[config.mk]
export PLATFORM = sky130hd
export DESIGN_NAME = octave_band_energy_analyzer_unit
export DESIGN_NICKNAME = d
export VERILOG_FILES = /design/src/sv/obea_pkg.sv /design/src/sv/obea_band_filter.sv /design/src/sv/octave_band_energy_analyzer_unit.sv
export SDC_FILE = /design/constraint.sdc
export NUM_CORES = 2
export LEC_CHECK = 0
export BUFFER_PORTS_ARGS = -buffer_cell sky130_fd_sc_hd__buf_4
export CAP_MARGIN = 20
export CORE_MARGIN = 2
export CORE_UTILIZATION = 68
export DETAILED_ROUTE_END_ITERATION = 8
export PLACE_DENSITY = 0.85
export REMOVE_ABC_BUFFERS = 1
export SYNTH_ARGS = -nofsm -noshare
export SYNTH_HDL_FRONTEND = slang
export SYNTH_SLANG_ARGS = --single-unit
[constraint.sdc]
create_clock -name clk_i -period 29.6 [get_ports clk_i]
set_input_delay 2.96 -clock clk_i [delete_from_list [all_inputs] [get_ports clk_i]]
set_output_delay 2.96 -clock clk_i [all_outputs]
set_load 0.05 [all_outputs]
[src/sv/obea_pkg.sv]
// ----------------------------------------------------------------------------
// obea_pkg
// Shared types, field widths and codes of the octave band energy analyzer.
// ----------------------------------------------------------------------------
package obea_pkg;

  // Default sizes of the cascade and of the band accumulators
  localparam int DEF_OCTAVES   = 8;
  localparam int DEF_SUM_WIDTH = 48;

  // Field and datapath widths
  localparam int SAMPLE_W     = 16;
  localparam int LP_W         = 16;
  localparam int SLP_W        = 18;
  localparam int MAG_W        = 19;
  localparam int SHIFT_W      = 4;
  localparam int BAND_W       = 4;
  localparam int BAND_SUM_W   = 48;
  localparam int FRAME_W      = 32;
  localparam int CFG_IDX_W    = 1;
  localparam int CFG_DATA_W   = 4;
  localparam int OCT_LIMIT_W  = 5;

  // Item kinds
  localparam logic FUNC_SAMPLE = 1'b0;
  localparam logic FUNC_READ   = 1'b1;

  // Configuration register indexes
  localparam logic [CFG_IDX_W-1:0] CFG_LOWPASS_SHIFT = 1'b0;
  localparam logic [CFG_IDX_W-1:0] CFG_SPLIT_SHIFT   = 1'b1;

  // Configuration reset values
  localparam logic [SHIFT_W-1:0] LOWPASS_SHIFT_RST = 4'd1;
  localparam logic [SHIFT_W-1:0] SPLIT_SHIFT_RST   = 4'd2;

  // Input item
  typedef struct packed {
    logic                       func;
    logic signed [SAMPLE_W-1:0] left_sample;
    logic signed [SAMPLE_W-1:0] right_sample;
    logic [BAND_W-1:0]          band_select;
  } in_item_t;

  // Result item
  typedef struct packed {
    logic [BAND_SUM_W-1:0] band_sum;
    logic [FRAME_W-1:0]    band_samples;
    logic [BAND_W-1:0]     band_echo;
  } out_item_t;

  // One octave's filter state row
  typedef struct packed {
    logic signed [LP_W-1:0]  lp;
    logic signed [SLP_W-1:0] slp;
    logic                    parity;
  } filt_row_t;

endpackage

[src/sv/obea_band_filter.sv]
// ----------------------------------------------------------------------------
// obea_band_filter
// Octave lowpass update and sub-band split with magnitudes of both sub-bands.
// ----------------------------------------------------------------------------
module obea_band_filter
  import obea_pkg::*;
(
  input  logic signed [LP_W-1:0]  x_i,
  input  logic signed [LP_W-1:0]  lp_old_i,
  input  logic signed [LP_W-1:0]  lp_new_i,
  input  logic signed [SLP_W-1:0] slp_i,
  input  logic [SHIFT_W-1:0]      lowpass_shift_i,
  input  logic [SHIFT_W-1:0]      split_shift_i,
  output logic signed [LP_W-1:0]  lp_next_o,
  output logic signed [SLP_W-1:0] slp_next_o,
  output logic [MAG_W-1:0]        mag_hi_o,
  output logic [MAG_W-1:0]        mag_lo_o
);

  logic signed [LP_W:0]    diff1;
  logic signed [LP_W:0]    step1;
  logic signed [LP_W:0]    lp_sum;
  logic signed [LP_W:0]    hp;
  logic signed [MAG_W-1:0] hp_x;
  logic signed [MAG_W-1:0] slp_x;
  logic signed [MAG_W-1:0] diff2;
  logic signed [MAG_W-1:0] step2;
  logic signed [MAG_W-1:0] slp_sum;
  logic signed [MAG_W-1:0] sl_x;
  logic signed [MAG_W-1:0] sh;

  // Move the octave lowpass toward the input, wrap to its width
  assign diff1     = {x_i[LP_W-1], x_i} - {lp_old_i[LP_W-1], lp_old_i};
  assign step1     = diff1 >>> lowpass_shift_i;
  assign lp_sum    = {lp_old_i[LP_W-1], lp_old_i} + step1;
  assign lp_next_o = lp_sum[LP_W-1:0];

  // Highpass residual against the updated lowpass
  assign hp    = {x_i[LP_W-1], x_i} - {lp_new_i[LP_W-1], lp_new_i};
  assign hp_x  = {{(MAG_W-LP_W-1){hp[LP_W]}}, hp};
  assign slp_x = {{(MAG_W-SLP_W){slp_i[SLP_W-1]}}, slp_i};

  // Split lowpass update, wrap to its width
  assign diff2      = hp_x - slp_x;
  assign step2      = diff2 >>> split_shift_i;
  assign slp_sum    = slp_x + step2;
  assign slp_next_o = slp_sum[SLP_W-1:0];

  // Upper sub-band and magnitudes
  assign sl_x     = {{(MAG_W-SLP_W){slp_next_o[SLP_W-1]}}, slp_next_o};
  assign sh       = hp_x - sl_x;
  assign mag_hi_o = sh[MAG_W-1] ? MAG_W'(-sh) : MAG_W'(sh);
  assign mag_lo_o = sl_x[MAG_W-1] ? MAG_W'(-sl_x) : MAG_W'(sl_x);

endmodule

[src/sv/octave_band_energy_analyzer_unit.sv]
// ----------------------------------------------------------------------------
// octave_band_energy_analyzer_unit
// Octave cascade of lowpass and split filters with per-band magnitude sums.
// ----------------------------------------------------------------------------
// A sample item visits 1 to OCTAVES octaves (octave o is visited on one
// sample in 2^o). Each visit is a read of the octave's filter and sum rows,
// a lowpass step, a split step with filter write-back, and a saturating
// accumulate with sum write-back, all done by one shared filter unit over
// two memories. The filter memory is single-port; the sum memory has one
// read and one write port, since it writes back one octave's row in the
// same cycle as it reads the next one. A read item reads its row, then
// loads the result once the output register can take it. State is valid
// after reset at once: each memory row has a valid bit, so no clearing
// pass is run.
module octave_band_energy_analyzer_unit
  import obea_pkg::*;
#(
  parameter int OCTAVES   = DEF_OCTAVES,
  parameter int SUM_WIDTH = DEF_SUM_WIDTH
) (
  input  logic                  clk_i,
  input  logic                  rst_ni,
  input  logic                  cfg_we_i,
  input  logic [CFG_IDX_W-1:0]  cfg_idx_i,
  input  logic [CFG_DATA_W-1:0] cfg_data_i,
  input  logic                  in_valid_i,
  output logic                  in_ready_o,
  input  in_item_t              in_item_i,
  output logic                  out_valid_o,
  input  logic                  out_ready_i,
  output out_item_t             out_item_o
);

  localparam int OCT_W = (OCTAVES > 1) ? $clog2(OCTAVES) : 1;
  localparam logic [OCT_W-1:0]       OCT_LAST = OCT_W'(OCTAVES - 1);
  localparam logic [OCT_LIMIT_W-1:0] OCT_LIM  = OCT_LIMIT_W'(OCTAVES);

  // Sequencer states
  localparam logic [2:0] ST_IDLE    = 3'd0;
  localparam logic [2:0] ST_LOWPASS = 3'd1;
  localparam logic [2:0] ST_SPLIT   = 3'd2;
  localparam logic [2:0] ST_ACCUM   = 3'd3;
  localparam logic [2:0] ST_REPORT  = 3'd4;

  typedef logic [1:0][SUM_WIDTH-1:0] sum_row_t;

  logic [2:0]              state_q, state_d;
  logic [OCT_W-1:0]        oct_q, oct_d;
  logic signed [LP_W-1:0]  x_q, x_d;
  logic signed [LP_W-1:0]  lp_q;
  logic [MAG_W-1:0]        mag_hi_q, mag_lo_q;
  logic [BAND_W-1:0]       band_q;
  logic [FRAME_W-1:0]      frame_q;
  logic [SHIFT_W-1:0]      lp_shift_q, sp_shift_q;
  logic                    out_valid_q;
  out_item_t               out_q;

  // Memories and their valid bits
  filt_row_t               filt_mem [OCTAVES];
  sum_row_t                sum_mem  [OCTAVES];
  logic [OCTAVES-1:0]      filt_vld_q, sum_vld_q;
  filt_row_t               filt_rd_q;
  sum_row_t                sum_rd_q;
  logic                    filt_rd_vld_q, sum_rd_vld_q;

  logic                    rd_en;
  logic [OCT_W-1:0]        rd_addr;
  logic                    filt_we, sum_we;
  filt_row_t               filt_wdata;
  sum_row_t                sum_wdata;
  filt_row_t               filt_cur;
  sum_row_t                sum_cur;

  logic                    in_acc;
  logic                    in_band_ok;
  logic signed [LP_W:0]    mono_sum;
  logic signed [LP_W-1:0]  lp_next, slp_next_unused_lp;
  logic signed [SLP_W-1:0] slp_next;
  logic [MAG_W-1:0]        mag_hi, mag_lo;
  logic                    go_on;
  logic                    out_load;
  logic [OCT_LIMIT_W-1:0]  rep_oct;
  logic [63:0]             rep_sum;

  assign in_ready_o  = (state_q == ST_IDLE);
  assign in_acc      = in_valid_i && in_ready_o;
  assign out_valid_o = out_valid_q;
  assign out_item_o  = out_q;

  // Stereo to mono
  assign mono_sum = {in_item_i.left_sample[SAMPLE_W-1], in_item_i.left_sample}
                  + {in_item_i.right_sample[SAMPLE_W-1], in_item_i.right_sample};

  assign in_band_ok = (OCT_LIMIT_W'(in_item_i.band_select[BAND_W-1:1]) < OCT_LIM);

  // Rows that were never written read as zero
  assign filt_cur = filt_rd_vld_q ? filt_rd_q : '0;
  assign sum_cur  = sum_rd_vld_q  ? sum_rd_q  : '0;

  // Shared filter unit: lowpass step in one state, split step in the next
  obea_band_filter u_filter (
    .x_i             (x_q),
    .lp_old_i        (filt_cur.lp),
    .lp_new_i        (lp_q),
    .slp_i           (filt_cur.slp),
    .lowpass_shift_i (lp_shift_q),
    .split_shift_i   (sp_shift_q),
    .lp_next_o       (lp_next),
    .slp_next_o      (slp_next),
    .mag_hi_o        (mag_hi),
    .mag_lo_o        (mag_lo)
  );

  assign slp_next_unused_lp = lp_next;

  // Continue down the cascade when the toggled parity comes back to zero
  assign go_on = filt_cur.parity && (oct_q != OCT_LAST);

  // Saturating accumulate of both sub-band magnitudes
  always_comb begin
    logic [SUM_WIDTH:0] ext_hi;
    logic [SUM_WIDTH:0] ext_lo;
    ext_hi = {1'b0, sum_cur[0]} + (SUM_WIDTH + 1)'(mag_hi_q);
    ext_lo = {1'b0, sum_cur[1]} + (SUM_WIDTH + 1)'(mag_lo_q);
    sum_wdata[0] = ext_hi[SUM_WIDTH] ? '1 : ext_hi[SUM_WIDTH-1:0];
    sum_wdata[1] = ext_lo[SUM_WIDTH] ? '1 : ext_lo[SUM_WIDTH-1:0];
  end

  assign filt_wdata.lp     = lp_q;
  assign filt_wdata.slp    = slp_next;
  assign filt_wdata.parity = ~filt_cur.parity;
  assign filt_we           = (state_q == ST_SPLIT);
  assign sum_we            = (state_q == ST_ACCUM);

  // Report path
  assign rep_oct  = OCT_LIMIT_W'(band_q[BAND_W-1:1]);
  assign rep_sum  = (rep_oct < OCT_LIM) ? 64'(sum_cur[band_q[0]]) : 64'd0;
  assign out_load = (state_q == ST_REPORT) && (!out_valid_q || out_ready_i);

  // Sequencer and memory read requests
  always_comb begin
    state_d = state_q;
    oct_d   = oct_q;
    x_d     = x_q;
    rd_en   = 1'b0;
    rd_addr = oct_q;
    unique case (state_q)
      ST_IDLE: begin
        if (in_valid_i) begin
          if (in_item_i.func == FUNC_SAMPLE) begin
            rd_en   = 1'b1;
            rd_addr = '0;
            oct_d   = '0;
            x_d     = mono_sum[LP_W:1];
            state_d = ST_LOWPASS;
          end else begin
            rd_en   = in_band_ok;
            rd_addr = OCT_W'(in_item_i.band_select[BAND_W-1:1]);
            state_d = ST_REPORT;
          end
        end
      end
      ST_LOWPASS: begin
        state_d = ST_SPLIT;
      end
      ST_SPLIT: begin
        state_d = ST_ACCUM;
      end
      ST_ACCUM: begin
        if (go_on) begin
          rd_en   = 1'b1;
          rd_addr = oct_q + OCT_W'(1);
          oct_d   = oct_q + OCT_W'(1);
          x_d     = lp_q;
          state_d = ST_LOWPASS;
        end else begin
          state_d = ST_IDLE;
        end
      end
      ST_REPORT: begin
        if (out_load) begin
          state_d = ST_IDLE;
        end
      end
      default: begin
        state_d = ST_IDLE;
      end
    endcase
  end

  // Control registers
  always_ff @(posedge clk_i or negedge rst_ni) begin
    if (!rst_ni) begin
      state_q       <= ST_IDLE;
      oct_q         <= '0;
      frame_q       <= '0;
      lp_shift_q    <= LOWPASS_SHIFT_RST;
      sp_shift_q    <= SPLIT_SHIFT_RST;
      out_valid_q   <= 1'b0;
      filt_vld_q    <= '0;
      sum_vld_q     <= '0;
      filt_rd_vld_q <= 1'b0;
      sum_rd_vld_q  <= 1'b0;
    end else begin
      state_q <= state_d;
      oct_q   <= oct_d;
      // Count sample items
      if (in_acc && (in_item_i.func == FUNC_SAMPLE)) begin
        frame_q <= frame_q + FRAME_W'(1);
      end
      // Take configuration writes
      if (cfg_we_i) begin
        unique case (cfg_idx_i)
          CFG_LOWPASS_SHIFT: lp_shift_q <= cfg_data_i[SHIFT_W-1:0];
          CFG_SPLIT_SHIFT:   sp_shift_q <= cfg_data_i[SHIFT_W-1:0];
          default: ;
        endcase
      end
      // Hold or drop the result
      if (out_load) begin
        out_valid_q <= 1'b1;
      end else if (out_ready_i) begin
        out_valid_q <= 1'b0;
      end
      // Mark rows written
      if (filt_we) begin
        filt_vld_q[oct_q] <= 1'b1;
      end
      if (sum_we) begin
        sum_vld_q[oct_q] <= 1'b1;
      end
      // Register row valid alongside read data
      if (rd_en) begin
        filt_rd_vld_q <= filt_vld_q[rd_addr];
        sum_rd_vld_q  <= sum_vld_q[rd_addr];
      end
    end
  end

  // Filter state memory
  always_ff @(posedge clk_i) begin
    if (filt_we) begin
      filt_mem[oct_q] <= filt_wdata;
    end
    if (rd_en) begin
      filt_rd_q <= filt_mem[rd_addr];
    end
  end

  // Band sum memory, one row per octave: upper band then lower band
  always_ff @(posedge clk_i) begin
    if (sum_we) begin
      sum_mem[oct_q] <= sum_wdata;
    end
    if (rd_en) begin
      sum_rd_q <= sum_mem[rd_addr];
    end
  end

  // Datapath registers
  always_ff @(posedge clk_i) begin
    x_q <= x_d;
    if (state_q == ST_LOWPASS) begin
      lp_q <= slp_next_unused_lp;
    end
    if (state_q == ST_SPLIT) begin
      mag_hi_q <= mag_hi;
      mag_lo_q <= mag_lo;
    end
    if (in_acc) begin
      band_q <= in_item_i.band_select;
    end
    if (out_load) begin
      out_q.band_sum     <= rep_sum[BAND_SUM_W-1:0];
      out_q.band_samples <= frame_q >> band_q[BAND_W-1:1];
      out_q.band_echo    <= band_q;
    end
  end

endmodule

==> results.txt <==
* WP data required: 30.07 ns
- The detailed router placed 46530 vias in this run.
* Total of cells resized after clock tree synthesis: 0
- Yosys cell types: about 100
* CTS Buf Count: 141
* Most frequent cell after synthesis: sky130_fd_sc_hd__nand2_1
* Placed wire-length estimate after detailed placement: around 96000 um
* Cell with the largest stage delay on the worst path: sky130_fd_sc_hd__a21oi_1
- Pin placement for this block handled 133 I/O pins.
* Number of fill cells in the layout: 5668
* Share of the synthesized netlist area taken by xor and xnor gates: under 10%
- Clock-pin slew on the worst setup and hold paths: 0.06 ns
* Hold path startpoint: band_q[0]$_DFFE_PP_
* Top FF cell, synth: sky130_fd_sc_hd__edfxtp_1
- Global routing usage summed across all routing layers: 33.5%
- Slew at the pin closest to its max-slew limit: 1.22 ns
- For this run, the top clock speed supported by timing is slightly above 90 MHz.
- Multiplexer fraction of the synthesized cell area: under 10%
* Crit share post-route: 36.2%
- Leading post-synthesis cells by instance count: 1449 x sky130_fd_sc_hd__nand2_1, 1337 x sky130_fd_sc_hd__edfxtp_1, 717 x sky130_fd_sc_hd__nand3_1, 264 x sky130_fd_sc_hd__clkbuf_1, 263 x sky130_fd_sc_hd__o21ai_0
- STA classifies the critical path endpoint as a flip-flop.
* Post-synthesis adder-cell area fraction: 3.27%
- Worst Setup SP: lp_q[2]$_DFFE_PP_
- Setup violations remaining at the end of the flow were counted as 0.
- Proportion of layout cells with a drive suffix above 1: about a tenth
* Antenna violations before repair: 3
* Pin count of the biggest net entering global routing: ~240
- For this configuration, the core starts out at a cell density of between 60% and 70%.
- Combinational family with the most area after synthesis: simple AND/OR/NAND/NOR gates
- The synthesized design spends more area on one cell type than any other, namely sky130_fd_sc_hd__edfxtp_1.
- In this run the critical register-to-register path is launched from lp_q[2]$_DFFE_PP_.
* Largest cells by area after synthesis: sky130_fd_sc_hd__edfxtp_1 61%, sky130_fd_sc_hd__nand2_1 8.3%, sky130_fd_sc_hd__nand3_1 5.5%
- Area overhead of the layout relative to synthesis: 10.1%
* Warning count from the yosys run: 0
* Cell at the root of the clock tree: sky130_fd_sc_hd__clkbuf_16
* Post-Synthesis Cells: 5762
- Hold buffer count at CTS: 0
* Drt initial violations: 6281
* Register area share after synthesis: between 60% and 70%
* Core area: 95300 um^2
- #FFs+latches synth: 1402
- Buffers placed on the I/O ports in this run total 132.
- Max H-tree Level: 4
- Latest clock arrival within the worst-skew pair: 0.77 ns
- Clock tree synthesis found a total of approximately 1400 sinks.
- Number of global-route vias before repair: 45707
- Avg WL per Cell: roughly 23 um
* Unrepaired setup endpoints after global routing: no
* CP Data Arrival Time: 11.18 ns
- RePlAce Congestion: between 0.9 and 1
- The top cell type by area accounts for about 61% of the synthesized area.
- In this run, synthesis inferred 1337 flip-flops with an integrated enable.
* CTS tree: built
- Critical path fanouts, max: 10
* Hold path depth: 0
* Minimum setup slack among reg-to-reg paths: 18.89 ns
- The run finished with clean final reports.
- Number of placement rows: 113
* Sum Neg Setup Slack: 0 ns
- The first detailed-routing pass took 6 iterations.
- The final max-slew violation count was 0.
* CP Class: reg2reg
- The clock arrives with 0.0387 ns of skew.
- In this run the worst hold path is classified as reg2reg.
* Overall overflow remaining after global route: 0
* Max-cap check violation count: 0
- DRC Markers: 0
* Die span in y: 315 um
- X dimension of the die: 315 um
- The worst path needs 10.71 ns of the cycle, external delays included.
- Post-layout nets: 6022
* Average vias per placed instance: 6.47
- Antenna violation net count after detailed routing: 0
- Number of buffers inserted by post-CTS setup repair: 0
- Area of the die: 99000 um^2
- Syn Area/Cell: 11.4 um^2
- The first global-routing pass estimated ~250000 um of wire.
* Fraction of registers with async set/reset: 4.64%
* Worst slew margin relative to its limit: roughly a fifth
* Sum of routed wire length over all layers: 167000 um
* Kind of start point of the critical path: flip-flop
* Number of buffers on the longest clock path: 3
- The largest single stage delay on the critical path is 0.59 ns.
- Share of the synthesized area in compound gates (AO/OA/AOI/OAI): 6.47%
- Final hold viol count: 0
- The cell area that synthesis handed to floorplanning was 65600 um^2.
- Worst path most repeated cell: sky130_fd_sc_hd__a21oi_1
* Worst R2R Path Depth: 40
- After Yosys synthesis, and, or, nand and nor cells account for approximately 18% of the synthesized area.
==> worst max-delay path: cells and delay by family (launching register included) <==
kind,cells,cell delay [ns]
muxes,2,0.81
xor gates and xnor gates,4,1.11
AOI/OAI and AO/OA,22,5.30
DFF,1,0.54
and+or+nand+nor,7,1.17
adders and majority gates,4,1.38
buffers and inverters,1,0.10
==> per-stage QoR <==
stage	setup slack, ns	utilization, %	instance area (um^2)	hold WS, ns	instances
2_1_floorplan	-4.28	-	64500	0.439	5472
3_3_place_gp	19.48	71.1	67700	0.447	6929
3_5_place_dp	19.12	71.1	67700	0.448	6930
4_1_cts	19.09	75.8	72200	0.461	7187
5_1_grt	17.91	75.8	72200	0.473	7188
6_report	18.89	75.8	72200	0.457	7189
==> cell usage in the layout (no fill, tap or decap), types with 67 or more instances in the layout <==
master,count
sky130_fd_sc_hd__nand2_1,1447
sky130_fd_sc_hd__xor2_1,67
sky130_fd_sc_hd__nor2_1,190
sky130_fd_sc_hd__edfxtp_1,1337
sky130_fd_sc_hd__ha_1,157
sky130_fd_sc_hd__buf_4,191
sky130_fd_sc_hd__a21oi_1,140
sky130_fd_sc_hd__xnor2_1,148
sky130_fd_sc_hd__mux2i_1,82
sky130_fd_sc_hd__o21ai_0,263
sky130_fd_sc_hd__nand3_1,717
sky130_fd_sc_hd__clkbuf_16,145
sky130_fd_sc_hd__inv_1,141
==> worst paths after layout <==
path                                             end
max in group asynchronous   sum_rd_vld_q$_DFFE_PN0P_
max                           mag_hi_q[17]$_DFFE_PP_
max reg2reg                   mag_hi_q[17]$_DFFE_PP_
min in group asynchronous  lp_shift_q[2]$_DFFE_PN0P_
min reg2reg                  out_item_o[0]$_DFFE_PP_
min                          out_item_o[0]$_DFFE_PP_
==> cell families after synthesis <==
kind of cell / after synthesis
XOR/XNOR: 218
buffers and inverters: 437
AND/OR/NAND/NOR: 2699
multiplexers: 162
flip-flops: 1402
other: 1
AO/OA/AOI/OAI: 677
adder cells (fa/ha/maj): 166
==> cell type report <==
type / instances / area [um^2] / area share [%]
Multi-Input combinational cell: 3923 / 22400 / 31.0
Antenna cell: 1 / 2.50 / 0.00347
Timing Repair Buffer: 194 / 1480 / 2.05
Sequential cell: 1402 / 41800 / 57.9
Clock buffer: 183 / 3800 / 5.26
Tap cell: 1265 / 1580 / 2.19
Clock inverter: 74 / 657 / 0.910
Inverter: 147 / 557 / 0.771
==> flip-flops by register name, summed over array words and instances, names as in the netlist <==
signal,flops
lp_shift_q,4
filt_rd_q,35
oct_q,3
sum_vld_q,8
band_q,4
out_valid_o,1
sum_rd_q,96
lp_q,16
filt_vld_q,8
filt_rd_vld_q,1
filt_mem,280
mag_hi_q,19
mag_lo_q,19
out_item_o,84
state_q,3
sum_rd_vld_q,1
sp_shift_q,4
sum_mem,768
frame_q,32
x_q,16
==> routing by layer <==
layer / share of wire (%) / wire, um / GRT usage (%) / up-vias
met5: 0 / 0 / 0 / -
met4: 4.8 / 7950 / 16.3 / 0
met3: 10 / 17300 / 5.40 / 538
met2: 48 / 80500 / 54.7 / 2842
met1: 37 / 61100 / 44.2 / 22374
li1: - / - / - / 20776
Power is not shown: default switching activity piles up to over one toggle a cycle in this logic, so the estimate is an artifact.
